[src/acm_pkg.sv]
// Shared constants, types and configuration layout of the audio channel mixer.
package acm_pkg;

  // Mixer size and internal scaling.
  localparam int NumChannels   = 4;
  localparam int MixCh         = (NumChannels < 4) ? NumChannels : 4;
  // The internal range must be a power of two.
  localparam int InternalRange = 1024;
  localparam int IrShift       = $clog2(InternalRange);
  localparam int FracBits      = 12;
  localparam int DivShift      = FracBits + IrShift;

  // Field and register widths.
  localparam int SampleW  = 16;
  localparam int GainW    = 16;
  localparam int FmtW     = 2;
  localparam int VolW     = 10;
  localparam int RangeW   = 16;
  localparam int MaskW    = 16;
  localparam int SilW     = 11;
  localparam int CfgIdxW  = 3;
  localparam int CfgDataW = 64;

  // Datapath widths.
  localparam int DecW     = SampleW + 1;
  localparam int ProdW    = DecW + GainW + 1;
  localparam int AccW     = ProdW + 2;
  localparam int VolProdW = AccW + VolW;
  localparam int ScaledW  = VolProdW + RangeW + 1;
  localparam int MagFullW = ScaledW - DivShift;

  // Division by the unity volume through a reciprocal multiply.
  localparam int    VolUnity   = 1023;
  localparam int    MagW       = 26;
  localparam int    RecipShift = 36;
  localparam int    RecipW     = 27;
  localparam longint Recip     = ((64'd1 << RecipShift) + VolUnity - 1) / VolUnity;
  localparam longint SatLimit  = longint'(VolUnity) * 65536;
  localparam int    QW         = 17;
  localparam int    SatQ       = 65536;
  localparam int    OutSW      = QW + 1;

  // Offset that centres unsigned channel formats, in Q.12 units.
  localparam logic signed [AccW-1:0] HalfIr  = AccW'(InternalRange / 2);
  localparam logic signed [AccW-1:0] HalfIrQ = HalfIr <<< FracBits;

  // Sample encodings.
  typedef enum logic [FmtW-1:0] {
    FmtU8  = 2'd0,
    FmtS8  = 2'd1,
    FmtU16 = 2'd2,
    FmtS16 = 2'd3
  } fmt_e;

  // Configuration register indexes.
  typedef enum logic [CfgIdxW-1:0] {
    CfgGains   = 3'd0,
    CfgFormats = 3'd1,
    CfgOutFmt  = 3'd2,
    CfgVolume  = 3'd3,
    CfgRange   = 3'd4,
    CfgMask    = 3'd5,
    CfgSilence = 3'd6
  } cfg_idx_e;

  // Configuration registers as seen by the datapath.
  typedef struct packed {
    logic [4*GainW-1:0] gains;
    logic [4*FmtW-1:0]  formats;
    fmt_e               out_fmt;
    logic [VolW-1:0]    volume;
    logic [RangeW-1:0]  range;
    logic [MaskW-1:0]   mask;
    logic [SilW-1:0]    silence;
  } cfg_t;

  // Products of the lane multipliers.
  typedef struct packed {
    logic [MixCh-1:0][ProdW-1:0] prod;
    logic [MixCh-1:0]            centre;
    logic [MixCh-1:0]            present;
  } lane_t;

  // Quotient magnitude and sign before clamping.
  typedef struct packed {
    logic          neg;
    logic [QW-1:0] mag;
  } quot_t;

endpackage

[src/acm_scale.sv]
// Stages three to five: master volume, output range and unsigned offset.
module acm_scale (
  input  logic                               clk_i,
  input  logic                               rst_ni,
  input  acm_pkg::cfg_t                      cfg_i,
  input  logic                               valid_i,
  output logic                               ready_o,
  input  logic signed [acm_pkg::AccW-1:0]    acc_i,
  output logic                               valid_o,
  input  logic                               ready_i,
  output logic signed [acm_pkg::ScaledW-1:0] num_o
);
  import acm_pkg::*;

  logic                       vol_valid_q;
  logic                       rng_valid_q;
  logic                       off_valid_q;
  logic                       vol_ready;
  logic                       rng_ready;
  logic                       off_ready;
  logic signed [VolProdW:0]   vol_full;
  logic signed [VolProdW-1:0] vol_q;
  logic signed [ScaledW-1:0]  rng_d;
  logic signed [ScaledW-1:0]  rng_q;
  logic [RangeW-2:0]          off;
  logic [ScaledW-1:0]         off_scaled;
  logic signed [ScaledW-1:0]  num_d;
  logic signed [ScaledW-1:0]  num_q;

  // Accumulator times master volume.
  assign vol_full = acc_i * $signed({1'b0, cfg_i.volume});

  // Times the output range.
  assign rng_d = vol_q * $signed({1'b0, cfg_i.range});

  // Half the range, in units of the full divisor, centres unsigned output.
  always_comb begin
    off        = cfg_i.out_fmt[0] ? '0 : cfg_i.range[RangeW-1:1];
    off_scaled = (ScaledW'(off) * ScaledW'(VolUnity)) << DivShift;
    num_d      = rng_q + $signed(off_scaled);
  end

  assign off_ready = !off_valid_q || ready_i;
  assign rng_ready = !rng_valid_q || off_ready;
  assign vol_ready = !vol_valid_q || rng_ready;
  assign ready_o   = vol_ready;

  always_ff @(posedge clk_i or negedge rst_ni) begin
    if (!rst_ni) begin
      vol_valid_q <= 1'b0;
      rng_valid_q <= 1'b0;
      off_valid_q <= 1'b0;
    end else begin
      if (vol_ready) begin
        vol_valid_q <= valid_i;
      end
      if (rng_ready) begin
        rng_valid_q <= vol_valid_q;
      end
      if (off_ready) begin
        off_valid_q <= rng_valid_q;
      end
    end
  end

  always_ff @(posedge clk_i) begin
    if (vol_ready && valid_i) begin
      vol_q <= vol_full[VolProdW-1:0];
    end
    if (rng_ready && vol_valid_q) begin
      rng_q <= rng_d;
    end
    if (off_ready && rng_valid_q) begin
      num_q <= num_d;
    end
  end

  assign valid_o = off_valid_q;
  assign num_o   = num_q;

endmodule

[config.mk]
export PLATFORM = sky130hd
export DESIGN_NAME = acm_scale
export DESIGN_NICKNAME = d
export VERILOG_FILES = /design/src/acm_pkg.sv /design/src/acm_scale.sv
export SDC_FILE = /design/constraint.sdc
export NUM_CORES = 2
export LEC_CHECK = 0
export BUFFER_PORTS_ARGS = -buffer_cell sky130_fd_sc_hd__buf_2
export CORE_UTILIZATION = 60
export CTS_CLUSTER_DIAMETER = 30
export CTS_CLUSTER_SIZE = 10
export DETAILED_ROUTE_END_ITERATION = 16
export PLACE_DENSITY = 0.88
export SYNTH_ARGS = -nofsm -noshare
export SYNTH_HDL_FRONTEND = slang
export SYNTH_SLANG_ARGS = --single-unit
[constraint.sdc]
create_clock -name clk_i -period 8.25 [get_ports clk_i]
set_input_delay 1.2375 -clock clk_i [delete_from_list [all_inputs] [get_ports clk_i]]
set_output_delay 1.2375 -clock clk_i [all_outputs]
set_load 0.02 [all_outputs]
* Word-level counts from Yosys, hierarchy flattened
Index checks and enable logic that the tools add are counted.
** Storage, ports and cells
- Bits in registers :: 175
- Output and inout bits :: 65
- Logic and storage cells :: 20
- Input port bits :: 167
** Operators by class
- Muxes and demuxes :: 1
- Multiply operators :: 3
- $add $sub $neg :: 1
- Reductions and logical operators :: 9
** Operators by type and width (count)
- adder 63 x 48 -> 63 bit :: 1
- multiplier 46 x 17 -> 63 bit :: 1
- multiplier 36 x 11 -> 46 bit :: 1
- multiplier 15 x 10 -> 25 bit, second input constant :: 1
- two-way mux 15 bit :: 1
- logical AND 1 bit :: 3
- zero test 1 bit :: 3
- logical OR 1 bit :: 3

* Longest topological paths before layout
- Depth after elaboration :: 5
- Depth in mapped cells :: 32
- Mapped depth without buffers :: 31

* Least setup slack after synthesis
Ideal clock, no wire load.
- Path type :: in2reg
- Start :: in cfg_i[34] (netlist bit)
- End :: reg num_q[54] (netlist: num_o[54]), data pin
- Setup time :: 0.262 ns
- Slack :: -0.012 ns
- Cell stages on the path :: 28
- Arrival time :: 8.000 ns
- Path through :: clkbuf_1 nor2b_1 fa_1 inv_1 fa_1 fa_1 inv_1 fa_1 inv_1 fa_1 inv_1 ha_1 or3_2 o21ai_1 nor4_2 o311a_1 o31a_1 o21a_1 nor2_1 xnor2_1 ha_1 and3_1 a31o_1 a21oi_1 o21ai_0 a41oi_1 a21oi_1 xor2_1
** On the way
- Cells in the longest elaborated chain, start to end :: 3
** Ends and longest elaborated chain
- from (decl) :: line acm_scale.sv:5 : input acm_pkg::cfg_t cfg_i,
- two-way mux 15 bit :: line acm_scale.sv:38 : off = cfg_i.out_fmt[0] ? '0 : cfg_i.range[RangeW-1:1];
- multiplier 15 x 10 -> 25 bit :: line acm_scale.sv:39 : off_scaled = (ScaledW'(off) * ScaledW'(VolUnity)) << DivShift;
- adder 63 x 48 -> 63 bit :: line acm_scale.sv:40 : num_d = rng_q + $signed(off_scaled);
- via num_d[54] :: line acm_scale.sv:27 : logic signed [ScaledW-1:0] num_d;
- to (signal assigned) :: line acm_scale.sv:74 : num_q <= num_d;
- to (decl) :: line acm_scale.sv:28 : logic signed [ScaledW-1:0] num_q;
The timed path passes the listed nets, and every way through them passes these cells.
A chain may end at the register's enable or synchronous reset.

* Worst setup path in the final report
- Start :: in cfg_i[53] (netlist bit)
- End :: reg num_q[62] (netlist: num_o[62]), data pin
The elaborated chain is that of the path after synthesis.

==> flow_metrics.env <==
export IMPL_overflow=0
export IMPL_grt_max_degree=64
export IMPL_post_cts_buffers=0
export IMPL_fin_crit_sh_pct=95.1
export IMPL_final_cell_mix="inv_1 (1109), fa_1 (1061), nand2_1 (730), and2_1 (469), ha_1 (325)"
export IMPL_final_common_cell="inv_1"
export IMPL_initial_utilization_pct=60.8
export IMPL_syn_area_mm2=0.0473
export IMPL_die_y_um=283
export IMPL_wire_per_inst_um=19.1
export IMPL_routed_via_density=5.69
export IMPL_worst_slew_pin_slew_ns=0.981
export IMPL_holdPathEnd="num_o[19]$_DFFE_PP_"
export IMPL_synth_top_area_share_pct=44.9
export IMPL_hold_viol=0
export IMPL_routed_wl_um=116000
export IMPL_critPathRequiredTime_ns=8.50
export IMPL_slowest_delay_ns=0.50
export IMPL_synthCells=4991
export IMPL_ys_seq_elements=175
export IMPL_regArea_mm2=0.00524
export IMPL_clock_sinks=175
export IMPL_rsz0062_at_grt="false"
export IMPL_core_mm2=0.0777
export IMPL_critPathMostFrequentCell="fa_1"
export IMPL_hold_depth=0
export IMPL_worstHoldStart="rng_q[19]$_DFFE_PP_"
export IMPL_gp_congestion=0.964
export IMPL_synth_top_flop_cell="edfxtp_1"
export IMPL_grt_pass1_vias=38000
export IMPL_holdCritPathClass="flip-flop to flip-flop"
export IMPL_fin_nets=6580
export IMPL_r2r_end="rng_q[61]$_DFFE_PP_"
export IMPL_synth_largest_area_cell="fa_1"
export IMPL_io_buffers=131
export IMPL_worstPathArrival_ns=8.09
export IMPL_drv_cap=0
export IMPL_async_flop_share_pct=1.71
export IMPL_setup_viol=0
export IMPL_finalInstanceArea_mm2=0.0499
export IMPL_worst_path_max_fanout=10
export IMPL_htree_levels=4
export IMPL_dpl_cell_area_mm2=0.0493
export IMPL_crit_type="primary input to flip-flop"
export IMPL_syn_avg_cell_area_um2=9.48
export IMPL_grt_pass1_wl_um=190000
export IMPL_critPathLaunchType="primary input"
export IMPL_drc_errors=0
export IMPL_clock_latency_ns=0.51
export IMPL_slew_viol_final=0
export IMPL_hpwl_um=89800
export IMPL_clk_pin_slew_ns=0.07
export IMPL_antenna_cells=0
export IMPL_drive_above_1_share_pct=5.99
export IMPL_ys_warn_count=0
export IMPL_finalCriticalPeriod_ns=7.85
export IMPL_worst_clock_skew_ns=0.0130
export IMPL_multi_input_area_mm2=0.0371
export IMPL_firstDrtPassIters=6
export IMPL_max_slew_margin_rel_pct=34.6
export IMPL_yosysSeqAreaShare_pct=11.1
export IMPL_synth_edff_count=172
export IMPL_r2r_slack_ns=1.09
export IMPL_cts_tree="built"
export IMPL_ios=232
export IMPL_cts_root_buf="clkbuf_16"
export IMPL_die_area_mm2=0.0799
export IMPL_drt_iter0_markers=3157
export IMPL_syn_to_final_growth_pct=5.51
export IMPL_r2r_cells=20
export IMPL_die_w_um=283
export IMPL_fmax_mhz=127
export IMPL_grtUsageTotal_pct=30.6
export IMPL_r2r_start="vol_q[20]$_DFFE_PP_"
export IMPL_crit_slowest_cell="fa_1"
export IMPL_std_cell_rows=102
export IMPL_clk_path_buf_depth=2
export IMPL_synthesis_nets=6544
export IMPL_ctsHoldBuffers=0
export IMPL_cts_buffers_inserted=17
export IMPL_end_kind="flip-flop"
export IMPL_n_fill_cell=5813
export IMPL_yosysUniqueCellTypes=85
export IMPL_dr_total_vias=34600
export IMPL_drtAntennaViolNets=0
export IMPL_ys_top_cells_by_area="fa_1 (45%), edfxtp_1 (11%), inv_1 (8.8%)"
export IMPL_antenna_found_initial=3
export IMPL_outcome="finished clean"
sequential cells by signal (all words and copies together) (netlist names):
name         count
rng_q           63
vol_valid_q      1
num_o           63
vol_q           46
valid_o          1
rng_valid_q      1
layer usage:
metal / up-vias / global-route usage, % / wire (um)
li1: 15100 / - / -
met1: 17200 / 38.3 / 43000
met2: 1890 / 51.0 / 55500
met3: 421 / 7.58 / 12600
met4: 6 / 12.4 / 4680
met5: - / 0 / 41
Yosys cell counts (6+ instances only):
library cell and count:
o21ai_0 42, a21oi_1 130, o21ai_1 28, o21bai_1 22
ha_1 325, nand4_1 13, inv_1 1109, buf_1 9
a31oi_1 15, nor2_1 81, and4_1 6, nand2_1 730
nor2b_1 24, o211ai_1 17, fa_1 1061, and2_1 472
nand2b_1 27, o31ai_1 9, xor2_1 55, o21a_1 22
xnor2_1 104, or3_1 7, nand3_1 40, nor3_1 21
a21o_1 86, a211oi_1 15, and3_1 27, clkbuf_1 209
edfxtp_1 172
worst max-delay path: cells and delay by family:
kind            cells  cell delay [ns]
compound gates     13             2.53
xor+xnor            2             0.33
fa+ha+maj           7             2.81
buf+inv             8             0.96
simple gates        1             0.24
through the flow:
stage	TNS, ns	cells	utilization, %	hold WS (ns)	setup WS (ns)
6_report	0	6080	64.2	0.421	0.403
5_1_grt	0	6080	64.2	0.425	0.0198
4_1_cts	0	6080	64.2	0.421	0.431
3_5_place_dp	-0.710	6048	63.5	0.405	-0.0889
3_3_place_gp	0	6048	63.5	0.403	0.0140
2_1_floorplan	0	4991	-	0.400	0.108
how the worst max path moves through the flow:
| stage | startpoint | endpoint | slack, ns | depth (start not counted) |
|---|---|---|---|---|
| after floorplan | cfg_i[34] | num_o[54]$_DFFE_PP_ | 0.11 | 28 |
| after global placement | cfg_i[53] | num_o[62]$_DFFE_PP_ | 0.01 | 30 |
| after detailed placement | cfg_i[53] | num_o[62]$_DFFE_PP_ | -0.09 | 30 |
| after CTS | cfg_i[53] | num_o[62]$_DFFE_PP_ | 0.43 | 31 |
| after global routing | cfg_i[53] | num_o[62]$_DFFE_PP_ | 0.02 | 31 |
| final | cfg_i[53] | num_o[62]$_DFFE_PP_ | 0.40 | 31 |
area by class of cell:
| type | count | area share (%) |
|---|---|---|
| clock buffers | 17 | 0.853 |
| clock inverters | 15 | 0.286 |
| flip-flops and latches | 175 | 10.5 |
| repair buffers | 237 | 3.11 |
| multi-input cells | 3486 | 74.3 |
| well taps | 1040 | 2.61 |
| inverters | 1110 | 8.35 |
logic make-up (layout without fill, tap and decap cells):
kind of cell / after synthesis / count (layout) / share of synthesized area (%)
AO/OA/AOI/OAI: 462 / 462 / 6.61
XOR/XNOR: 159 / 159 / 2.94
adder cells (fa/ha/maj): 1386 / 1386 / 53.5
buffers and inverters: 1330 / 1379 / 10.6
flip-flops: 175 / 175 / 11.1
multiplexers: 5 / 5 / 0.111
AND/OR/NAND/NOR: 1474 / 1474 / 15.2
what timing repair did:
item | 4_1_cts | 5_1_grt
endpoints found under the hold margin | 0 | 0
endpoints found under the setup margin | 0 | 7
gates resized for setup | 0 | 2
Power is not shown: default switching activity piles up to over one toggle a cycle in this logic, so the estimate is an artifact.
