<file path="src/acm_pkg.sv">
// Shared constants, types and configuration layout of the audio channel mixer.
package acm_pkg;

  // Mixer size and internal scaling.
  localparam int NumChannels   = 4;
  localparam int MixCh         = (NumChannels < 4) ? NumChannels : 4;
  // The internal range must be a power of two.
  localparam int InternalRange = 1024;
  localparam int IrShift       = $clog2(InternalRange);
  localparam int FracBits      = 12;
  localparam int DivShift      = FracBits + IrShift;

  // Field and register widths.
  localparam int SampleW  = 16;
  localparam int GainW    = 16;
  localparam int FmtW     = 2;
  localparam int VolW     = 10;
  localparam int RangeW   = 16;
  localparam int MaskW    = 16;
  localparam int SilW     = 11;
  localparam int CfgIdxW  = 3;
  localparam int CfgDataW = 64;

  // Datapath widths.
  localparam int DecW     = SampleW + 1;
  localparam int ProdW    = DecW + GainW + 1;
  localparam int AccW     = ProdW + 2;
  localparam int VolProdW = AccW + VolW;
  localparam int ScaledW  = VolProdW + RangeW + 1;
  localparam int MagFullW = ScaledW - DivShift;

  // Division by the unity volume through a reciprocal multiply.
  localparam int    VolUnity   = 1023;
  localparam int    MagW       = 26;
  localparam int    RecipShift = 36;
  localparam int    RecipW     = 27;
  localparam longint Recip     = ((64'd1 << RecipShift) + VolUnity - 1) / VolUnity;
  localparam longint SatLimit  = longint'(VolUnity) * 65536;
  localparam int    QW         = 17;
  localparam int    SatQ       = 65536;
  localparam int    OutSW      = QW + 1;

  // Offset that centres unsigned channel formats, in Q.12 units.
  localparam logic signed [AccW-1:0] HalfIr  = AccW'(InternalRange / 2);
  localparam logic signed [AccW-1:0] HalfIrQ = HalfIr <<< FracBits;

  // Sample encodings.
  typedef enum logic [FmtW-1:0] {
    FmtU8  = 2'd0,
    FmtS8  = 2'd1,
    FmtU16 = 2'd2,
    FmtS16 = 2'd3
  } fmt_e;

  // Configuration register indexes.
  typedef enum logic [CfgIdxW-1:0] {
    CfgGains   = 3'd0,
    CfgFormats = 3'd1,
    CfgOutFmt  = 3'd2,
    CfgVolume  = 3'd3,
    CfgRange   = 3'd4,
    CfgMask    = 3'd5,
    CfgSilence = 3'd6
  } cfg_idx_e;

  // Configuration registers as seen by the datapath.
  typedef struct packed {
    logic [4*GainW-1:0] gains;
    logic [4*FmtW-1:0]  formats;
    fmt_e               out_fmt;
    logic [VolW-1:0]    volume;
    logic [RangeW-1:0]  range;
    logic [MaskW-1:0]   mask;
    logic [SilW-1:0]    silence;
  } cfg_t;

  // Products of the lane multipliers.
  typedef struct packed {
    logic [MixCh-1:0][ProdW-1:0] prod;
    logic [MixCh-1:0]            centre;
    logic [MixCh-1:0]            present;
  } lane_t;

  // Quotient magnitude and sign before clamping.
  typedef struct packed {
    logic          neg;
    logic [QW-1:0] mag;
  } quot_t;

endpackage

</file>
<file path="src/acm_frame_if.sv">
// Input channel carrying one frame of raw channel samples.
interface acm_frame_if;
  import acm_pkg::*;

  logic               valid;
  logic               ready;
  logic [SampleW-1:0] sample_a;
  logic [SampleW-1:0] sample_b;
  logic [SampleW-1:0] sample_c;
  logic [SampleW-1:0] sample_d;
  logic               present_a;
  logic               present_b;
  logic               present_c;
  logic               present_d;

  modport source (
    output valid, sample_a, sample_b, sample_c, sample_d,
    output present_a, present_b, present_c, present_d,
    input  ready
  );
  modport sink (
    input  valid, sample_a, sample_b, sample_c, sample_d,
    input  present_a, present_b, present_c, present_d,
    output ready
  );
endinterface

</file>
<file path="src/acm_lane_mult.sv">
// First stage: per-channel sample decode and gain multiply.
module acm_lane_mult (
  input  logic          clk_i,
  input  logic          rst_ni,
  input  acm_pkg::cfg_t cfg_i,
  acm_frame_if.sink     frame_i,
  output logic          valid_o,
  input  logic          ready_i,
  output acm_pkg::lane_t lane_o
);
  import acm_pkg::*;

  logic [3:0][SampleW-1:0] raw;
  logic [3:0]              pres;
  logic                    valid_q;
  logic                    ready;
  lane_t                   lane_d;
  lane_t                   lane_q;

  assign raw  = {frame_i.sample_d, frame_i.sample_c, frame_i.sample_b, frame_i.sample_a};
  assign pres = {frame_i.present_d, frame_i.present_c, frame_i.present_b, frame_i.present_a};

  // One decoder and one multiplier for each channel.
  for (genvar i = 0; i < MixCh; i++) begin : g_lane
    fmt_e                    fmt;
    logic signed [DecW-1:0]  dec;
    logic signed [ProdW-1:0] prod;

    assign fmt = fmt_e'(cfg_i.formats[FmtW*i +: FmtW]);

    always_comb begin
      case (fmt)
        FmtU8:   dec = {{(DecW-8){1'b0}}, raw[i][7:0]};
        FmtS8:   dec = {{(DecW-8){raw[i][7]}}, raw[i][7:0]};
        FmtU16:  dec = {1'b0, raw[i]};
        default: dec = {raw[i][SampleW-1], raw[i]};
      endcase
      prod = dec * $signed({1'b0, cfg_i.gains[GainW*i +: GainW]});
    end

    assign lane_d.prod[i]    = prod;
    assign lane_d.centre[i]  = ~fmt[0];
    assign lane_d.present[i] = pres[i];
  end

  // The stage takes a new item whenever it is empty or its item moves on.
  assign ready         = !valid_q || ready_i;
  assign frame_i.ready = ready;

  always_ff @(posedge clk_i or negedge rst_ni) begin
    if (!rst_ni) begin
      valid_q <= 1'b0;
    end else if (ready) begin
      valid_q <= frame_i.valid;
    end
  end

  always_ff @(posedge clk_i) begin
    if (ready && frame_i.valid) begin
      lane_q <= lane_d;
    end
  end

  assign valid_o = valid_q;
  assign lane_o  = lane_q;

endmodule

</file>
<file path="src/flat_wrapper.sv">
// flat-port wrapper written by rule: the top's interface ports become plain ports
module acm_lane_mult_flat import acm_pkg::*;
  (clk_i, rst_ni, cfg_i, valid_o, ready_i, lane_o, frame_i_valid, frame_i_sample_a, frame_i_sample_b, frame_i_sample_c, frame_i_sample_d, frame_i_present_a, frame_i_present_b, frame_i_present_c, frame_i_present_d, frame_i_ready);
  acm_frame_if frame_i_i ();
  input  logic clk_i;
  input  logic rst_ni;
  input  acm_pkg::cfg_t cfg_i;
  output logic valid_o;
  input  logic ready_i;
  output acm_pkg::lane_t lane_o;
  input wire logic [$bits(frame_i_i.valid)-1:0] frame_i_valid;
  input wire logic [$bits(frame_i_i.sample_a)-1:0] frame_i_sample_a;
  input wire logic [$bits(frame_i_i.sample_b)-1:0] frame_i_sample_b;
  input wire logic [$bits(frame_i_i.sample_c)-1:0] frame_i_sample_c;
  input wire logic [$bits(frame_i_i.sample_d)-1:0] frame_i_sample_d;
  input wire logic [$bits(frame_i_i.present_a)-1:0] frame_i_present_a;
  input wire logic [$bits(frame_i_i.present_b)-1:0] frame_i_present_b;
  input wire logic [$bits(frame_i_i.present_c)-1:0] frame_i_present_c;
  input wire logic [$bits(frame_i_i.present_d)-1:0] frame_i_present_d;
  output wire logic [$bits(frame_i_i.ready)-1:0] frame_i_ready;
  assign frame_i_i.valid = frame_i_valid;
  assign frame_i_i.sample_a = frame_i_sample_a;
  assign frame_i_i.sample_b = frame_i_sample_b;
  assign frame_i_i.sample_c = frame_i_sample_c;
  assign frame_i_i.sample_d = frame_i_sample_d;
  assign frame_i_i.present_a = frame_i_present_a;
  assign frame_i_i.present_b = frame_i_present_b;
  assign frame_i_i.present_c = frame_i_present_c;
  assign frame_i_i.present_d = frame_i_present_d;
  assign frame_i_ready = frame_i_i.ready;
  acm_lane_mult u_core (.clk_i(clk_i), .rst_ni(rst_ni), .cfg_i(cfg_i), .frame_i(frame_i_i), .valid_o(valid_o), .ready_i(ready_i), .lane_o(lane_o));
endmodule
</file>
<file path="config.mk">
export PLATFORM = sky130hd
export DESIGN_NAME = acm_lane_mult_flat
export DESIGN_NICKNAME = d
export VERILOG_FILES = /design/src/acm_pkg.sv /design/src/acm_frame_if.sv /design/src/acm_lane_mult.sv /design/src/flat_wrapper.sv
export SDC_FILE = /design/constraint.sdc
export NUM_CORES = 2
export LEC_CHECK = 0
export BUFFER_PORTS_ARGS = -buffer_cell sky130_fd_sc_hd__buf_2
export CAP_MARGIN = 20
export CORE_AREA = 2 2 346 348
export DETAILED_ROUTE_END_ITERATION = 10
export DIE_AREA = 0 0 348 350
export GPL_TIMING_DRIVEN = 0
export HOLD_SLACK_MARGIN = 0.1
export PLACE_DENSITY = 0.69
export SETUP_SLACK_MARGIN = 0.1
export SLEW_MARGIN = 0
export SYNTH_ARGS = -nofsm -noshare
export SYNTH_HDL_FRONTEND = slang
export SYNTH_SLANG_ARGS = --single-unit
</file>
<file path="constraint.sdc">
create_clock -name clk_i -period 4.8 [get_ports clk_i]
set_input_delay 0.96 -clock clk_i [delete_from_list [all_inputs] [get_ports clk_i]]
set_output_delay 0.96 -clock clk_i [all_outputs]
set_load 0.03 [all_outputs]
</file>
After elaboration in Yosys (flattened, before gate mapping). Cells that the tools add are included.

Register bits after elaboration: 145. Bits of input ports: 199. Output and inout port bits: 146.

Multiply operators: 4. Eq/ne operators: 8. Muxes and demuxes: 4. Bitwise gates (word level): 4. Reduce and logical (&&, ||, !) cells: 7.

Operators by type and width (number): 17-bit one-hot mux with 3 select lines (4); 17-bit by 17-bit multiplier with 34-bit output (4); 2-bit by 1-bit equality test with 1-bit output (second input constant) (4); 2-bit equality test (second input constant) (4); 2-bit logical NOT (4); 1-bit inverter (4); 1-bit logical AND (1); 1-bit logical NOT (1); 1-bit logical OR (1).

Longest topological paths before layout.
Word-level depth: 3. Gate-level depth with buffers: 29. Depth with buffers taken out: 26.

Least setup slack after synthesis. OpenSTA, ideal clock, no wires.

Path kind: input-to-reg. Start: in cfg_i[60] in the netlist's numbering. End: reg u_core.lane_q, in the netlist u_core.lane_o[108] (data pin). Library setup time: 0.258 ns. Arrival: 7.381 ns. Required time: 4.542 ns. Setup slack: -2.838 ns. Cell stages on the path: 28. Path buffers: 3. Cells stage by stage: clkbuf_1 > nand2b_1 > or2_2 > clkbuf_1 > nand2_1 > clkbuf_1 > nand2_1 > fa_1 > inv_1 > fa_1 > inv_1 > fa_1 > inv_1 > fa_1 > fa_1 > inv_1 > fa_1 > inv_1 > ha_1 > a21oi_1 > o21ai_1 > a2111o_1 > a221oi_2 > o21ai_2 > o41ai_2 > o211ai_1 > a21oi_2 > xnor2_1.

Cells in the longest elaborated chain, start to end: 3. Elaborated cells between the ends (all ways): 5. Those cells by class: mul: 1; eq/ne: 2; mux: 1; reduce/logical: 1.

RTL lines: start: declaration (line flat_wrapper.sv:7) `input acm_pkg::cfg_t cfg_i;`; 2-bit equality test, or another cell as far along (line acm_lane_mult.sv:32) `case (fmt)`; 17-bit one-hot mux with 3 select lines (*) (line acm_lane_mult.sv:32); 17-bit by 17-bit multiplier with 34-bit output (*) (line acm_lane_mult.sv:38) `prod = dec * $signed({1'b0, cfg_i.gains[GainW*i +: GainW]});`; net u_core.g_lane[2].prod[32] (line acm_lane_mult.sv:27) `logic signed [ProdW-1:0] prod;`; end signal: assignment (line acm_lane_mult.sv:60) `lane_q <= lane_d;`; end: declaration (line acm_lane_mult.sv:18) `lane_t lane_q;`.

The timed path passes the listed nets; every way through them passes the cells marked *. A chain may end at the register's enable or synchronous reset.

Worst setup path in the final report.
Start: in cfg_i[60] in the netlist's numbering. End: reg u_core.lane_q, in the netlist u_core.lane_o[100] (data pin).

The elaborated chain is that of the path after synthesis.

==> run metrics <==
GR Layer Usage met1=28.6%; Post-DRT Antenna Nets=0; nature of the critical path endpoint=register; Post-Synthesis Mean Instance Area=9.28 um^2; setup tns final=-144.75 ns; nets@finish=7274; Slew HR=41.7%; cells after synthesis=5059; Netlist Area Pre-Place=47000 um^2; sequential element share of the synthesized area=9.26%; Post-synth ARST share=0.690%; commonest cells after routing, fill and taps aside=inv_1, fa_1, nand2_1; Achievable Freq=143 MHz; final hold slack=0.194 ns; failing checks=negative setup slack; cts bufs inserted=17; CTS clk-pin slew, worst paths=0.07 ns; area of placed instances=51800 um^2; layout cells sized above 1=22.2%; number of hold violations in the final report=0; area of the die=122000 um^2; post-detail-place hpwl=106 mm; fin crit share=145%; Initial Util=39.9%; worst path required time=5.13 ns; critical path class=primary input to register; Min-Delay Path Class=primary input to asynchronous set/reset pin; slowest stage cell, crit path=fa_1; Slew Limit Fails=0; GRT Max-Usage Layer=met2; Syn Nets=6722; Worst Path Arrival=7.31 ns; 1st-iter DRT viols=1758; Port Buffer Count=269; minimum clock period=6.98 ns; routed wire length=131 mm; Reg2Reg Setup Slack=2.79 ns; Die Span X=348 um; via count=35100; Clk Latency, worst-skew pair=0.52 ns; Synth Register Bits=145; worst-path fanout max=8; initial antenna violation count=13; CTS tree=yes; Ys Warns=0; status=complete, but fails checks; H-tree levels=4; global-route wire length before repair=212 mm; clk sinks=145; filler cell count=10700; setup ws final=-2.18 ns; die height=350 um; Fin Clk Skew=0.0118 ns; routability cong.=0.943; distinct cell type count of the synthesized netlist=71; Layout Area Growth over Synthesis=23.9%; vias in the first global route=39200; crit start category=primary input; EDFF count, synth=144; DRT Pass-1 Iters=5; met3 usage=5.00%; wire per inst=18.2 um; met2 Use GR=37.3%; multi-input logic area=39900 um^2; commonest non-fill, non-tap cell in the layout=inv_1; num ports=345; Vias per Instance=4.90; largest net degree at the start of global routing=57; Worst Tran Pin Value=0.875 ns; RSZ-0062 raised after global routing=yes; Max-Cap Viols=0; final setup vio count=95; Sequential cell area=4350 um^2; CP max stage delay=0.55 ns; Core Area=118000 um^2; Hold Buf Count CTS=0; Tot GR Track Use=22.6%; Main synth FF type=edfxtp_1; DRC violations left=0; FP Rows=126; Root Buffer=clkbuf_16; GRT overflow=0; fin area=58200 um^2; Most common cell on crit path=buf_6; Max Buffers Root-to-Sink=2
[kinds of logic (layout without fill, tap and decap cells)]
| logic type | count (synthesis) | after routing | synth area share (%) |
|---|---|---|---|
| adder cells (fa/ha/maj) | 1464 | 1464 | 56.8 |
| AO/OA/AOI/OAI | 300 | 300 | 4.26 |
| buffers and inverters | 1644 | 2208 | 13.1 |
| flip-flops | 145 | 145 | 9.26 |
| other | 0 | 4 | 0 |
| XOR/XNOR | 133 | 133 | 2.48 |
| AND/OR/NAND/NOR | 1373 | 1373 | 14.0 |
[flip-flops by register name, indices dropped and copies added (netlist names)]
name	cells
u_core.valid_o	1
u_core.lane_o	144
[cells in the mapped netlist (all sizes together) (2+ instances only)]
cell type,number,area (um^2)
o31a,4,35.0
clkbuf,161,604
nor2b,14,87.6
or2,6,37.5
nor3,10,50.1
o2111ai,2,17.5
xor2,26,228
nand3,22,110
or4,3,26.3
a221oi,4,41.3
o21a,12,90.1
a22oi,4,35.0
nor2,62,233
and4,2,17.5
o21ai,52,264
xnor2,107,937
a31oi,6,37.5
o41ai,4,61.3
edfxtp,144,4320
inv,1483,5570
o311ai,2,17.5
nor4,2,18.8
a21boi,3,22.5
nand4,9,56.3
nand2,730,2740
a211o,3,26.3
a2111o,2,22.5
a21oi,110,573
o21bai,8,60.1
a21o,38,285
o32ai,2,17.5
o31ai,10,85.1
ha,348,4350
o211ai,11,87.6
a211oi,11,87.6
fa,1116,22300
and2,482,3020
o22ai,2,18.8
and3,9,56.3
nand3b,3,22.5
a311oi,2,35.0
nand2b,17,106
[area by class of cell]
cell class                      count  area share, %
Multi-Input combinational cell   3270           68.6
Inverter                         1483           9.60
Sequential cell                   145           7.48
Timing Repair Buffer              536           6.75
Tap cell                         1536           3.30
Buffer                            158           3.17
Clock buffer                       17          0.731
Clock inverter                     14          0.303
Antenna cell                        4         0.0172
[worst max-delay path: cells and delay by family]
family,cells,cell delay (ns)
AO/OA/AOI/OAI,3,0.60
AND/OR/NAND/NOR,6,0.78
buffers and inverters,15,1.40
adder cells (fa/ha/maj),7,3.25
XOR/XNOR,1,0.28
[metrics by stage]
stage / util (%) / instances / setup slack [ns]
5_1_grt: 49.4 / 7162 / -2.33
3_5_place_dp: 44.0 / 6866 / -3.35
4_1_cts: 47.9 / 7069 / -2.08
2_1_floorplan: - / 5059 / -2.37
6_report: 49.4 / 7163 / -2.18
3_3_place_gp: 43.9 / 6864 / -3.33
[per-layer routing]
layer | wire [um] | up-vias
met5 | 115 | -
li1 | - | 15700
met1 | 52600 | 18000
met2 | 62400 | 1111
met3 | 9390 | 285
met4 | 6070 | 16
[timing repair]
item,in CTS,in global routing
gates cloned,3,0
setup endpoints to repair,102,100
endpoints found under the hold margin,0,0
pin swaps,243,228
setup buffers,172,100
resized for setup,560,285
[worst paths after layout]
kind	from	to	cells after the start
setup / recovery	cfg_i[60]	u_core.lane_o[100]	32
hold / removal	rst_ni	u_core.valid_o	1
setup reg to reg	u_core.valid_o	u_core.lane_o[136]	3
hold reg to reg	u_core.valid_o	u_core.valid_o	2
max in group asynchronous	rst_ni	u_core.valid_o	1
min in group clk_i	u_core.valid_o	u_core.valid_o	2
Power is left out: the tool's default activity adds up to more than one toggle a clock period on the data nets, which glitch-free logic cannot reach.
