===== src/acm_pkg.sv =====
// Shared constants, types and configuration layout of the audio channel mixer.
package acm_pkg;

  // Mixer size and internal scaling.
  localparam int NumChannels   = 4;
  localparam int MixCh         = (NumChannels < 4) ? NumChannels : 4;
  // The internal range must be a power of two.
  localparam int InternalRange = 1024;
  localparam int IrShift       = $clog2(InternalRange);
  localparam int FracBits      = 12;
  localparam int DivShift      = FracBits + IrShift;

  // Field and register widths.
  localparam int SampleW  = 16;
  localparam int GainW    = 16;
  localparam int FmtW     = 2;
  localparam int VolW     = 10;
  localparam int RangeW   = 16;
  localparam int MaskW    = 16;
  localparam int SilW     = 11;
  localparam int CfgIdxW  = 3;
  localparam int CfgDataW = 64;

  // Datapath widths.
  localparam int DecW     = SampleW + 1;
  localparam int ProdW    = DecW + GainW + 1;
  localparam int AccW     = ProdW + 2;
  localparam int VolProdW = AccW + VolW;
  localparam int ScaledW  = VolProdW + RangeW + 1;
  localparam int MagFullW = ScaledW - DivShift;

  // Division by the unity volume through a reciprocal multiply.
  localparam int    VolUnity   = 1023;
  localparam int    MagW       = 26;
  localparam int    RecipShift = 36;
  localparam int    RecipW     = 27;
  localparam longint Recip     = ((64'd1 << RecipShift) + VolUnity - 1) / VolUnity;
  localparam longint SatLimit  = longint'(VolUnity) * 65536;
  localparam int    QW         = 17;
  localparam int    SatQ       = 65536;
  localparam int    OutSW      = QW + 1;

  // Offset that centres unsigned channel formats, in Q.12 units.
  localparam logic signed [AccW-1:0] HalfIr  = AccW'(InternalRange / 2);
  localparam logic signed [AccW-1:0] HalfIrQ = HalfIr <<< FracBits;

  // Sample encodings.
  typedef enum logic [FmtW-1:0] {
    FmtU8  = 2'd0,
    FmtS8  = 2'd1,
    FmtU16 = 2'd2,
    FmtS16 = 2'd3
  } fmt_e;

  // Configuration register indexes.
  typedef enum logic [CfgIdxW-1:0] {
    CfgGains   = 3'd0,
    CfgFormats = 3'd1,
    CfgOutFmt  = 3'd2,
    CfgVolume  = 3'd3,
    CfgRange   = 3'd4,
    CfgMask    = 3'd5,
    CfgSilence = 3'd6
  } cfg_idx_e;

  // Configuration registers as seen by the datapath.
  typedef struct packed {
    logic [4*GainW-1:0] gains;
    logic [4*FmtW-1:0]  formats;
    fmt_e               out_fmt;
    logic [VolW-1:0]    volume;
    logic [RangeW-1:0]  range;
    logic [MaskW-1:0]   mask;
    logic [SilW-1:0]    silence;
  } cfg_t;

  // Products of the lane multipliers.
  typedef struct packed {
    logic [MixCh-1:0][ProdW-1:0] prod;
    logic [MixCh-1:0]            centre;
    logic [MixCh-1:0]            present;
  } lane_t;

  // Quotient magnitude and sign before clamping.
  typedef struct packed {
    logic          neg;
    logic [QW-1:0] mag;
  } quot_t;

endpackage


===== src/acm_recip_div.sv =====
// Stages six and seven: truncating division by the full-scale divisor.
module acm_recip_div (
  input  logic                               clk_i,
  input  logic                               rst_ni,
  input  logic                               valid_i,
  output logic                               ready_o,
  input  logic signed [acm_pkg::ScaledW-1:0] num_i,
  output logic                               valid_o,
  input  logic                               ready_i,
  output acm_pkg::quot_t                     quot_o
);
  import acm_pkg::*;

  logic                     mag_valid_q;
  logic                     quot_valid_q;
  logic                     mag_ready;
  logic                     quot_ready;
  logic [ScaledW-1:0]       mag;
  logic [MagFullW-1:0]      mag_full;
  logic                     sat_d;
  logic [MagW-1:0]          mag_d;
  logic [MagW-1:0]          mag_q;
  logic                     sat_q;
  logic                     neg_q;
  logic [MagW+RecipW-1:0]   prod;
  quot_t                    quot_d;
  quot_t                    quot_q;

  // Magnitude shifted by the power-of-two part of the divisor; large values saturate.
  always_comb begin
    mag      = num_i[ScaledW-1] ? ScaledW'(-num_i) : ScaledW'(num_i);
    mag_full = MagFullW'(mag >> DivShift);
    sat_d    = mag_full >= MagFullW'(SatLimit);
    mag_d    = sat_d ? '0 : mag_full[MagW-1:0];
  end

  // Division by the unity volume through the rounded-up reciprocal, exact in range.
  always_comb begin
    prod       = mag_q * RecipW'(Recip);
    quot_d.neg = neg_q;
    quot_d.mag = sat_q ? QW'(SatQ) : prod[RecipShift +: QW];
  end

  assign quot_ready = !quot_valid_q || ready_i;
  assign mag_ready  = !mag_valid_q || quot_ready;
  assign ready_o    = mag_ready;

  always_ff @(posedge clk_i or negedge rst_ni) begin
    if (!rst_ni) begin
      mag_valid_q  <= 1'b0;
      quot_valid_q <= 1'b0;
    end else begin
      if (mag_ready) begin
        mag_valid_q <= valid_i;
      end
      if (quot_ready) begin
        quot_valid_q <= mag_valid_q;
      end
    end
  end

  always_ff @(posedge clk_i) begin
    if (mag_ready && valid_i) begin
      mag_q <= mag_d;
      sat_q <= sat_d;
      neg_q <= num_i[ScaledW-1];
    end
    if (quot_ready && mag_valid_q) begin
      quot_q <= quot_d;
    end
  end

  assign valid_o = quot_valid_q;
  assign quot_o  = quot_q;

endmodule


===== config.mk =====
export PLATFORM = sky130hd
export DESIGN_NAME = acm_recip_div
export DESIGN_NICKNAME = d
export VERILOG_FILES = /design/src/acm_pkg.sv /design/src/acm_recip_div.sv
export SDC_FILE = /design/constraint.sdc
export NUM_CORES = 1
export LEC_CHECK = 0
export ABC_AREA = 0
export BUFFER_PORTS_ARGS = -buffer_cell sky130_fd_sc_hd__buf_4
export CORE_ASPECT_RATIO = 0.6
export CORE_MARGIN = 1
export CORE_UTILIZATION = 54
export DETAILED_ROUTE_END_ITERATION = 12
export GPL_TIMING_DRIVEN = 1
export PLACE_DENSITY = 0.78
export SETUP_SLACK_MARGIN = 0.5
export SLEW_MARGIN = 5
export SYNTH_ARGS = -nofsm -noshare
export SYNTH_HDL_FRONTEND = slang
export SYNTH_SLANG_ARGS = --single-unit

===== constraint.sdc =====
create_clock -name clk_i -period 6.2 [get_ports clk_i]
set_clock_uncertainty 0.05 [all_clocks]
set_input_delay 0.31 -clock clk_i [delete_from_list [all_inputs] [get_ports clk_i]]
set_output_delay 0.31 -clock clk_i [all_outputs]
set_load 0.01 [all_outputs]

After elaboration in Yosys (flattened, before gate mapping)
Index checks and enable logic that the tools add are counted.

Register bits after elaboration: 48. Output and inout port bits: 20. Input port bits: 67. Word-level logic and storage cells: 17.

Mux-type cells: 1. Add/sub/neg operators: 1. Reductions and logical operators: 6. $mul: 1. $lt $le $gt $ge: 1.

Operators by type and width (number): 2-to-1 mux 63 bit (1); negation 63 bit (1); multiplier 26 x 27 -> 53 bit, second input constant (1); >= comparator 41 x 26 -> 1 bit, second input constant (1); logical AND 1 bit (2); logical NOT 1 bit (2); logical OR 1 bit (2).

Logic depth before layout (Yosys ltp)
Gate-level depths: netlist of run 1.

Depth in word-level cells: 4. Mapped depth: 17. Mapped depth without buffers: 17.

Least setup slack after synthesis of run 1
No wires, ideal clock.

Kind: register -> register. Start: reg mag_q[19]. End: reg quot_q (netlist bit quot_o[15]), data pin. Data arrival time: 4.276 ns. Library setup time: 0.260 ns. Cell stages (with the launch flop): 18. Clock period less this slack: 4.586 ns. Buffers on the path: 0. Required time: 5.890 ns. Setup slack: 1.614 ns. Cell sequence: edfxtp_1 ha_1 ha_1 inv_1 fa_1 inv_1 fa_1 ha_1 ha_1 and3_1 nand2_1 or3b_2 o211ai_1 o21ai_0 a21oi_1 o21ai_0 nor2_1 mux2_2.

Longest elaborated chain between the ends: 1.

Ends and longest elaborated chain: start, declared (RTL line acm_recip_div.sv:22) `logic [MagW-1:0] mag_q;`; start signal, assigned (RTL line acm_recip_div.sv:64) `mag_q <= mag_d;`; multiplier 26 x 27 -> 53 bit (RTL line acm_recip_div.sv:39) `prod = mag_q * RecipW'(Recip);`; end signal, assigned (RTL line acm_recip_div.sv:69) `quot_q <= quot_d;`; end, declared (RTL line acm_recip_div.sv:27) `quot_t quot_q;`.

No other way between the ends. A chain may end at the register's enable or synchronous reset.

Worst setup path in the final report of run 1
Ends and elaborated chain as after synthesis.

==> results of run 1 <==
Yosys cell counts (4+ instances only):
cell      number
a21o_1        14
a21oi_1       29
a31oi_1        5
and2_1         4
and3_1         7
clkbuf_1       6
edfxtp_1      46
fa_1          18
ha_1         134
inv_1         31
nand2_1       28
nand2b_1       6
nand3_1       18
nand4_1       12
nor2_1        40
nor2_2        18
nor2b_1       10
nor3_1        11
nor4_1        12
o21a_1         5
o21ai_0       27
o31ai_1        7
o41ai_1        5
or3_1          8
or4_1          4
xnor2_1        8
xor2_1        29
flip-flops by register name, indices dropped and copies added, names as in the netlist:
register / count
mag_q: 26
quot_o: 18
mag_valid_q: 1
neg_q: 1
sat_q: 1
valid_o: 1
per-layer routing:
layer / part of all wire, % / track usage, % / vias to the layer above
met5: 0 / 0 / -
met1: 48 / 42.2 / 2436
li1: - / - / 2416
met2: 41 / 41.2 / 276
met4: 0.80 / 3.90 / 0
met3: 10 / 7.26 / 14
layout make-up:
| class | instances | area share, % |
|---|---|---|
| Timing Repair Buffer | 88 | 9.64 |
| Multi-Input combinational cell | 508 | 62.5 |
| Clock buffer | 5 | 1.82 |
| Inverter | 31 | 1.69 |
| Tap cell | 139 | 2.53 |
| Clock inverter | 3 | 1.00 |
| Sequential cell | 48 | 20.8 |
timing repair:
action	CTS	global route
hold buffers	1	0
setup buffers	0	0
endpoints found under the hold margin	2	0
stage by stage:
step           setup slack, ns  power (mW)  hold slack, ns  util [%]
5_1_grt                  0.775        1.25           0.163      64.9
3_5_place_dp              1.08       0.809          0.0451      63.0
2_1_floorplan             1.61       0.665         -0.0356         -
6_report                 0.990        1.17           0.160      64.9
4_1_cts                   1.03        1.17           0.159      64.9
3_3_place_gp              1.24       0.800          0.0427      63.0
power breakdown:
part	switching (mW)	total, mW	internal [mW]	leakage (nW)
sequential	0.0206	0.395	0.375	0.478
clock	0.125	0.358	0.233	0.0944
combinational	0.232	0.418	0.186	2.65
worst paths after layout:
kind / from / to / slack [ns]
max: mag_q[19] / quot_o[15] / 0.99
min: valid_i / mag_valid_q / 0.16
max reg2reg: mag_q[19] / quot_o[15] / 0.99
min reg2reg: neg_q / quot_o[17] / 0.38
max in group asynchronous: rst_ni / mag_valid_q / 5.73
min in group asynchronous: rst_ni / valid_o / 0.29
critical path, delay by kind of cell (launching register included):
kind | cells | cell delay [ns]
and+or+nand+nor | 4 | 0.97
muxes | 1 | 0.35
DFF | 1 | 0.50
adders and majority gates | 6 | 2.15
AOI/OAI and AO/OA | 4 | 0.95
cell families after synthesis:
logic type,after synthesis,share of synthesized area [%]
flip-flops,48,24.2
AO/OA/AOI/OAI,118,13.5
buffers and inverters,42,3.05
adder cells (fa/ha/maj),152,34.4
AND/OR/NAND/NOR,198,18.7
multiplexers,3,0.550
XOR/XNOR,37,5.48
==> results by group, run 1 <==
Placement
  • Post-DP HPWL: 12800 um
  • RD Place Congestion: 0.940
  • Placed cells: 813
  • DP Area: 6680 um^2
  • Number of port buffers: 86

Power
  • Pleak: 3.22 nW
  • Power Density: 170 nW/um^2
  • Peak supply drop: 0.127 mV

Synthesis
  • Seq cells post-synth: 48
  • Synth area leaders: ha_1, edfxtp_1, fa_1, xor2_1, nor2_1
  • Post-synth EDFFs: 46
  • Yosys warnings: 0
  • Syn_nets: 817
  • Synth cell types: 65
  • Seq/Total Area, Yosys: 24.2%
  • Most used DFF post-synth: edfxtp_1
  • Synth async-reset ratio: 4.17%
  • Synth Instances: 598
  • Synth area leader: ha_1
  • Share of the synthesized area in the top cell type: 28.4%
  • Synthesized area per cell: 9.89 um^2
  • Mapped Area: 5910 um^2

Timing
  • Rel. slew slack: 15.4%
  • Slew @ Worst Pin: 1.27 ns
  • Slew Viols, Final: 0
  • Min cycle time layout: 5.21 ns
  • Final Cycle Share: 84.0%
  • FMAX: 192 MHz
  • RSZ-0062 raised after global routing: false
  • Setup tns final: 0 ns
  • Hold Vio Cnt, Final: 0
  • Final setup violation count: 0

Clocking
  • CTS H-tree depth: 2
  • Worst skew pair latency: 0.29 ns
  • Max Root-Sink Buffers: 2
  • CTS Buf Count: 5
  • CTS tree: done
  • Clock Root Buffer: clkbuf_16
  • CTS clock-pin slew for the worst setup and hold paths: 0.07 ns
  • Cts repair resizes: 0
  • Clock sinks: 48

Route
  • Final WL: 15300 um
  • 1st-iter DRT viols: 416
  • Vias: 5142
  • Initial DRT Pass Iterations: 5
  • Post-DR vias/cell: 6.26
  • DR WL/cell: 18.7 um
  • ANT nets after route: 0
  • Post-route DRC: 0

Floorplanning
  • DIE AREA: 11400 um^2
  • Core area: 10600 um^2
  • Die height: 83.1 um
  • DIE WIDTH: 137 um
  • Initial Util: 55.8%
  • Row count: 29
  • IO Count: 87

Worst setup path
  • Register-to-Register Path Depth: 15
  • Critical path's slowest cell: fa_1
  • Cell mode on critical path: ha_1
  • Critical-path cell list: ha_1, ha_1, fa_1, fa_1, ha_1, ha_1, and3_1, nand2_1, or3b_2, o211ai_1, o21ai_0, a21oi_1, o21ai_0, nor2_1, mux2_2
  • Crit. End Element: register
  • Slowest cell delay on critical path: 0.54 ns
  • Required @ worst endpoint: 6.20 ns
  • Critical-path maximum fanout: 4
  • Critical path arrival: 5.21 ns
  • CP startpoint kind: register
  • CP Class: reg -> reg

Cells and area
  • Share of layout cells above drive strength 1: 19.0%
  • Commonest non-fill, non-tap cell in the layout: ha_1
  • Reg area: 1430 um^2
  • Area occupied by multi-input gates: 4300 um^2
  • Area added between synthesis and finish: 16.4%
  • Nets: 901
  • Post-Layout Cell Count: 822
  • Layout filler cell count: 867
  • # diodes: 0
  • Commonest non-fill, non-tap cells in the layout: ha_1, buf_4, edfxtp_1
  • Post-route cell area: 6880 um^2

Min path
  • Hold Path Stages: 2
  • Hold crit path type: in -> reg

GRT
  • Grt ovf: 0
  • First-pass GRT wire length: 24700 um
  • Initial antenna violation count: 0
  • GRT Util Overall: 28.1%
  • Largest net degree at the start of global routing: 39
  • Vias in the first global route: 4824

Flow run
  • Max_cap viols: 0

Run status
  • Outcome: finished clean
(Power assumes the default switching activity.)
==> run 2, diff against run 1 <==
--- a/config.mk
+++ b/config.mk
@@ -12,7 +12,7 @@
 export CORE_UTILIZATION = 54
 export DETAILED_ROUTE_END_ITERATION = 12
 export GPL_TIMING_DRIVEN = 1
-export PLACE_DENSITY = 0.78
+export PLACE_DENSITY = 0.81
 export SETUP_SLACK_MARGIN = 0.5
 export SLEW_MARGIN = 5
 export SYNTH_ARGS = -nofsm -noshare
==> constraint.sdc (replaced) <==
create_clock -name clk_i -period 4.79 [get_ports clk_i]
set_clock_uncertainty 0.05 [all_clocks]
set_input_delay 0.2395 -clock clk_i [delete_from_list [all_inputs] [get_ports clk_i]]
set_output_delay 0.2395 -clock clk_i [all_outputs]
set_load 0.01 [all_outputs]
==> run 2 against run 1 <==
Total power increased by 43%. Setup slack got worse by 0.75 ns. Clock power increased by 29%. Register-to-register slack got worse by 0.75 ns.
==> results by group, run 2 (synthesis results as in run 1) <==
Route
  • 1st-iter DRT viols: 357 (-14%)
  • Vias: 5303 (+3.1%)
  • Final WL: 16400 um (+6.6%)
  • Initial DRT Pass Iterations: 5 (unchanged)
  • DR WL/cell: 19.2 um (+3.0%)
  • ANT nets after route: 0 (unchanged)
  • Post-DR vias/cell: 6.23 (-0.38%)
  • Post-route DRC: 0 (unchanged)

Timing
  • Min cycle time layout: 4.55 ns (-0.656 ns)
  • Final Cycle Share: 95.1% (+11 points)
  • Slew @ Worst Pin: 1.25 ns (-0.0143 ns)
  • Final setup violation count: 0 (unchanged)
  • Slew Viols, Final: 0 (unchanged)
  • FMAX: 220 MHz (+14%)
  • Setup tns final: 0 ns (unchanged)
  • Hold Vio Cnt, Final: 0 (unchanged)
  • RSZ-0062 raised after global routing: true
  • Rel. slew slack: 16.4% (+0.95 points)

Floorplanning
  • IO Count: 87 (unchanged)
  • DIE WIDTH: 137 um (unchanged)
  • Die height: 83.1 um (unchanged)
  • Row count: 29 (unchanged)
  • Initial Util: 55.8% (unchanged)
  • DIE AREA: 11400 um^2 (unchanged)
  • Core area: 10600 um^2 (unchanged)

Worst setup path
  • CP Buf/Inv Count: 2 (+2)
  • Critical-path cell list: ha_4, ha_4, inv_2, fa_2, inv_2, fa_1, ha_4, ha_4, and3_4, nand2_2, or3b_4, o211ai_1, o21ai_4, a21oi_4, o211ai_1, or4_1, a21oi_2
  • Cell mode on critical path: ha_4
  • Required @ worst endpoint: 4.89 ns (-1.31 ns)
  • Crit. End Element: register
  • Register-to-Register Path Depth: 17 (+2)
  • R2R Path End: quot_o[14]
  • Critical R2R Launch: mag_q[19]
  • Critical-path maximum fanout: 3 (-1)
  • CP Class: reg -> reg
  • Worst path depth: 17 (+2)
  • Critical path arrival: 4.66 ns (-0.55 ns)
  • CP startpoint kind: register
  • Slowest cell delay on critical path: 0.50 ns (-0.04 ns)
  • Critical path's slowest cell: or4_1
  • Worst reg2reg setup slack: 0.24 ns (-0.75 ns)
  • Delay-heaviest family, CP: adder cells

Flow run
  • Max_cap viols: 0 (unchanged)

Min path
  • Hold path endpoint: mag_valid_q
  • Hold Startpoint: valid_i
  • Hold crit path type: in -> reg
  • Hold Path Stages: 2 (unchanged)

Cells and area
  • Reg area: 1430 um^2 (unchanged)
  • Commonest non-fill, non-tap cell in the layout: buf_4
  • Layout filler cell count: 748 (-14%)
  • Area occupied by multi-input gates: 4680 um^2 (+8.8%)
  • Nets: 930 (+3.2%)
  • Largest Register: mag_q
  • Share of layout cells above drive strength 1: 27.9% (+8.9 points)
  • Max reg flops: 26 (unchanged)
  • # diodes: 0 (unchanged)
  • Area added between synthesis and finish: 26.5%
  • Post-route cell area: 7480 um^2 (+8.7%)
  • Commonest non-fill, non-tap cells in the layout: buf_4, ha_1, edfxtp_1

Clocking
  • CTS Buf Count: 5 (unchanged)
  • Clock Root Buffer: clkbuf_16
  • Worst skew pair latency: 0.30 ns (about the same)
  • Max Root-Sink Buffers: 2 (unchanged)
  • Clock sinks: 48 (unchanged)
  • CTS H-tree depth: 2 (unchanged)
  • CTS tree: done
  • CTS clock-pin slew for the worst setup and hold paths: 0.07 ns (about the same)

GRT
  • Vias in the first global route: 5111 (+5.9%)
  • Grt ovf: 0 (unchanged)
  • Largest net degree at the start of global routing: 39 (unchanged)
  • First-pass GRT wire length: 25100 um (+1.7%)
  • Initial antenna violation count: 0 (unchanged)
  • GRT Util Overall: 28.8% (+0.70 points)

Power
  • Pleak: 3.36 nW (+4.2%)
  • Power Density: 224 nW/um^2 (+31%)
  • Peak supply drop: 0.166 mV (+31%)

Run status
  • Outcome: finished clean

Placement
  • Post-DP HPWL: 12900 um (+0.97%)
  • RD Place Congestion: 0.947 (+0.66%)
  • DP Area: 6880 um^2 (+3.1%)
  • Number of port buffers: 86 (unchanged)
==> run 2: changes by cell type in the layout (fill, tap and decap cells not counted), moves of 2 or more <==
cell	change
a21oi_1	-4
a21oi_2	+3
and3_1	-2
and3_4	+2
buf_4	+29
ha_1	-22
ha_4	+22
inv_1	-2
inv_2	+2
o21ai_0	-5
o21ai_1	+3
==> run 2: how the worst max path moves through the flow <==
stage | slack [ns] | to | startpoint
after floorplan | 0.49 | quot_o[14] | mag_q[25]
after global placement | 0.22 | quot_o[14] | mag_q[25]
after detailed placement | 0.08 | quot_o[14] | mag_q[19]
after CTS | 0.31 | quot_o[14] | mag_q[25]
after global routing | 0.09 | quot_o[14] | mag_q[16]
final | 0.24 | quot_o[14] | mag_q[19]
==> run 2: layout make-up <==
class | instances | share of cell area (%)
sequential | 48 | 19.1
timing repair buffer | 117 | 11.8
clock inverter | 3 | 0.920
multi-input combinational | 508 | 62.6
clock buffer | 5 | 1.67
tap | 139 | 2.33
inverter | 31 | 1.56
==> run 2: power breakdown <==
group          internal (mW)  total [mW]  switching (mW)
Clock                  0.301       0.463           0.162
Combinational          0.337       0.705           0.368
Sequential             0.485       0.503          0.0184
==> run 2: through the flow <==
stage	instances	setup slack, ns	power, mW	utilization [%]	hold WS (ns)
2_1_floorplan	598	0.494	0.898	-	-0.106
3_3_place_gp	822	0.221	1.07	64.9	-0.0271
3_5_place_dp	822	0.0808	1.10	64.9	-0.0236
4_1_cts	842	0.314	1.62	68.9	0.102
5_1_grt	851	0.0905	1.76	70.6	0.106
6_report	851	0.236	1.67	70.6	0.0979
==> run 2: metal layers <==
layer  up-vias  track usage, %  wire (um)
li1       2480               -          -
met4         0            5.19        205
met2       243            44.9       7250
met1      2549            40.5       7530
met3        31            7.39       1380
met5         -               0          0
==> run 2: what timing repair did <==
item,4_1_cts,5_1_grt
buffers inserted,11,9
hold endpoints to repair,2,0
hold buffers,1,0
setup endpoints to repair,13,16
cloned,0,0
resized for setup,16,20
pin swaps,8,11
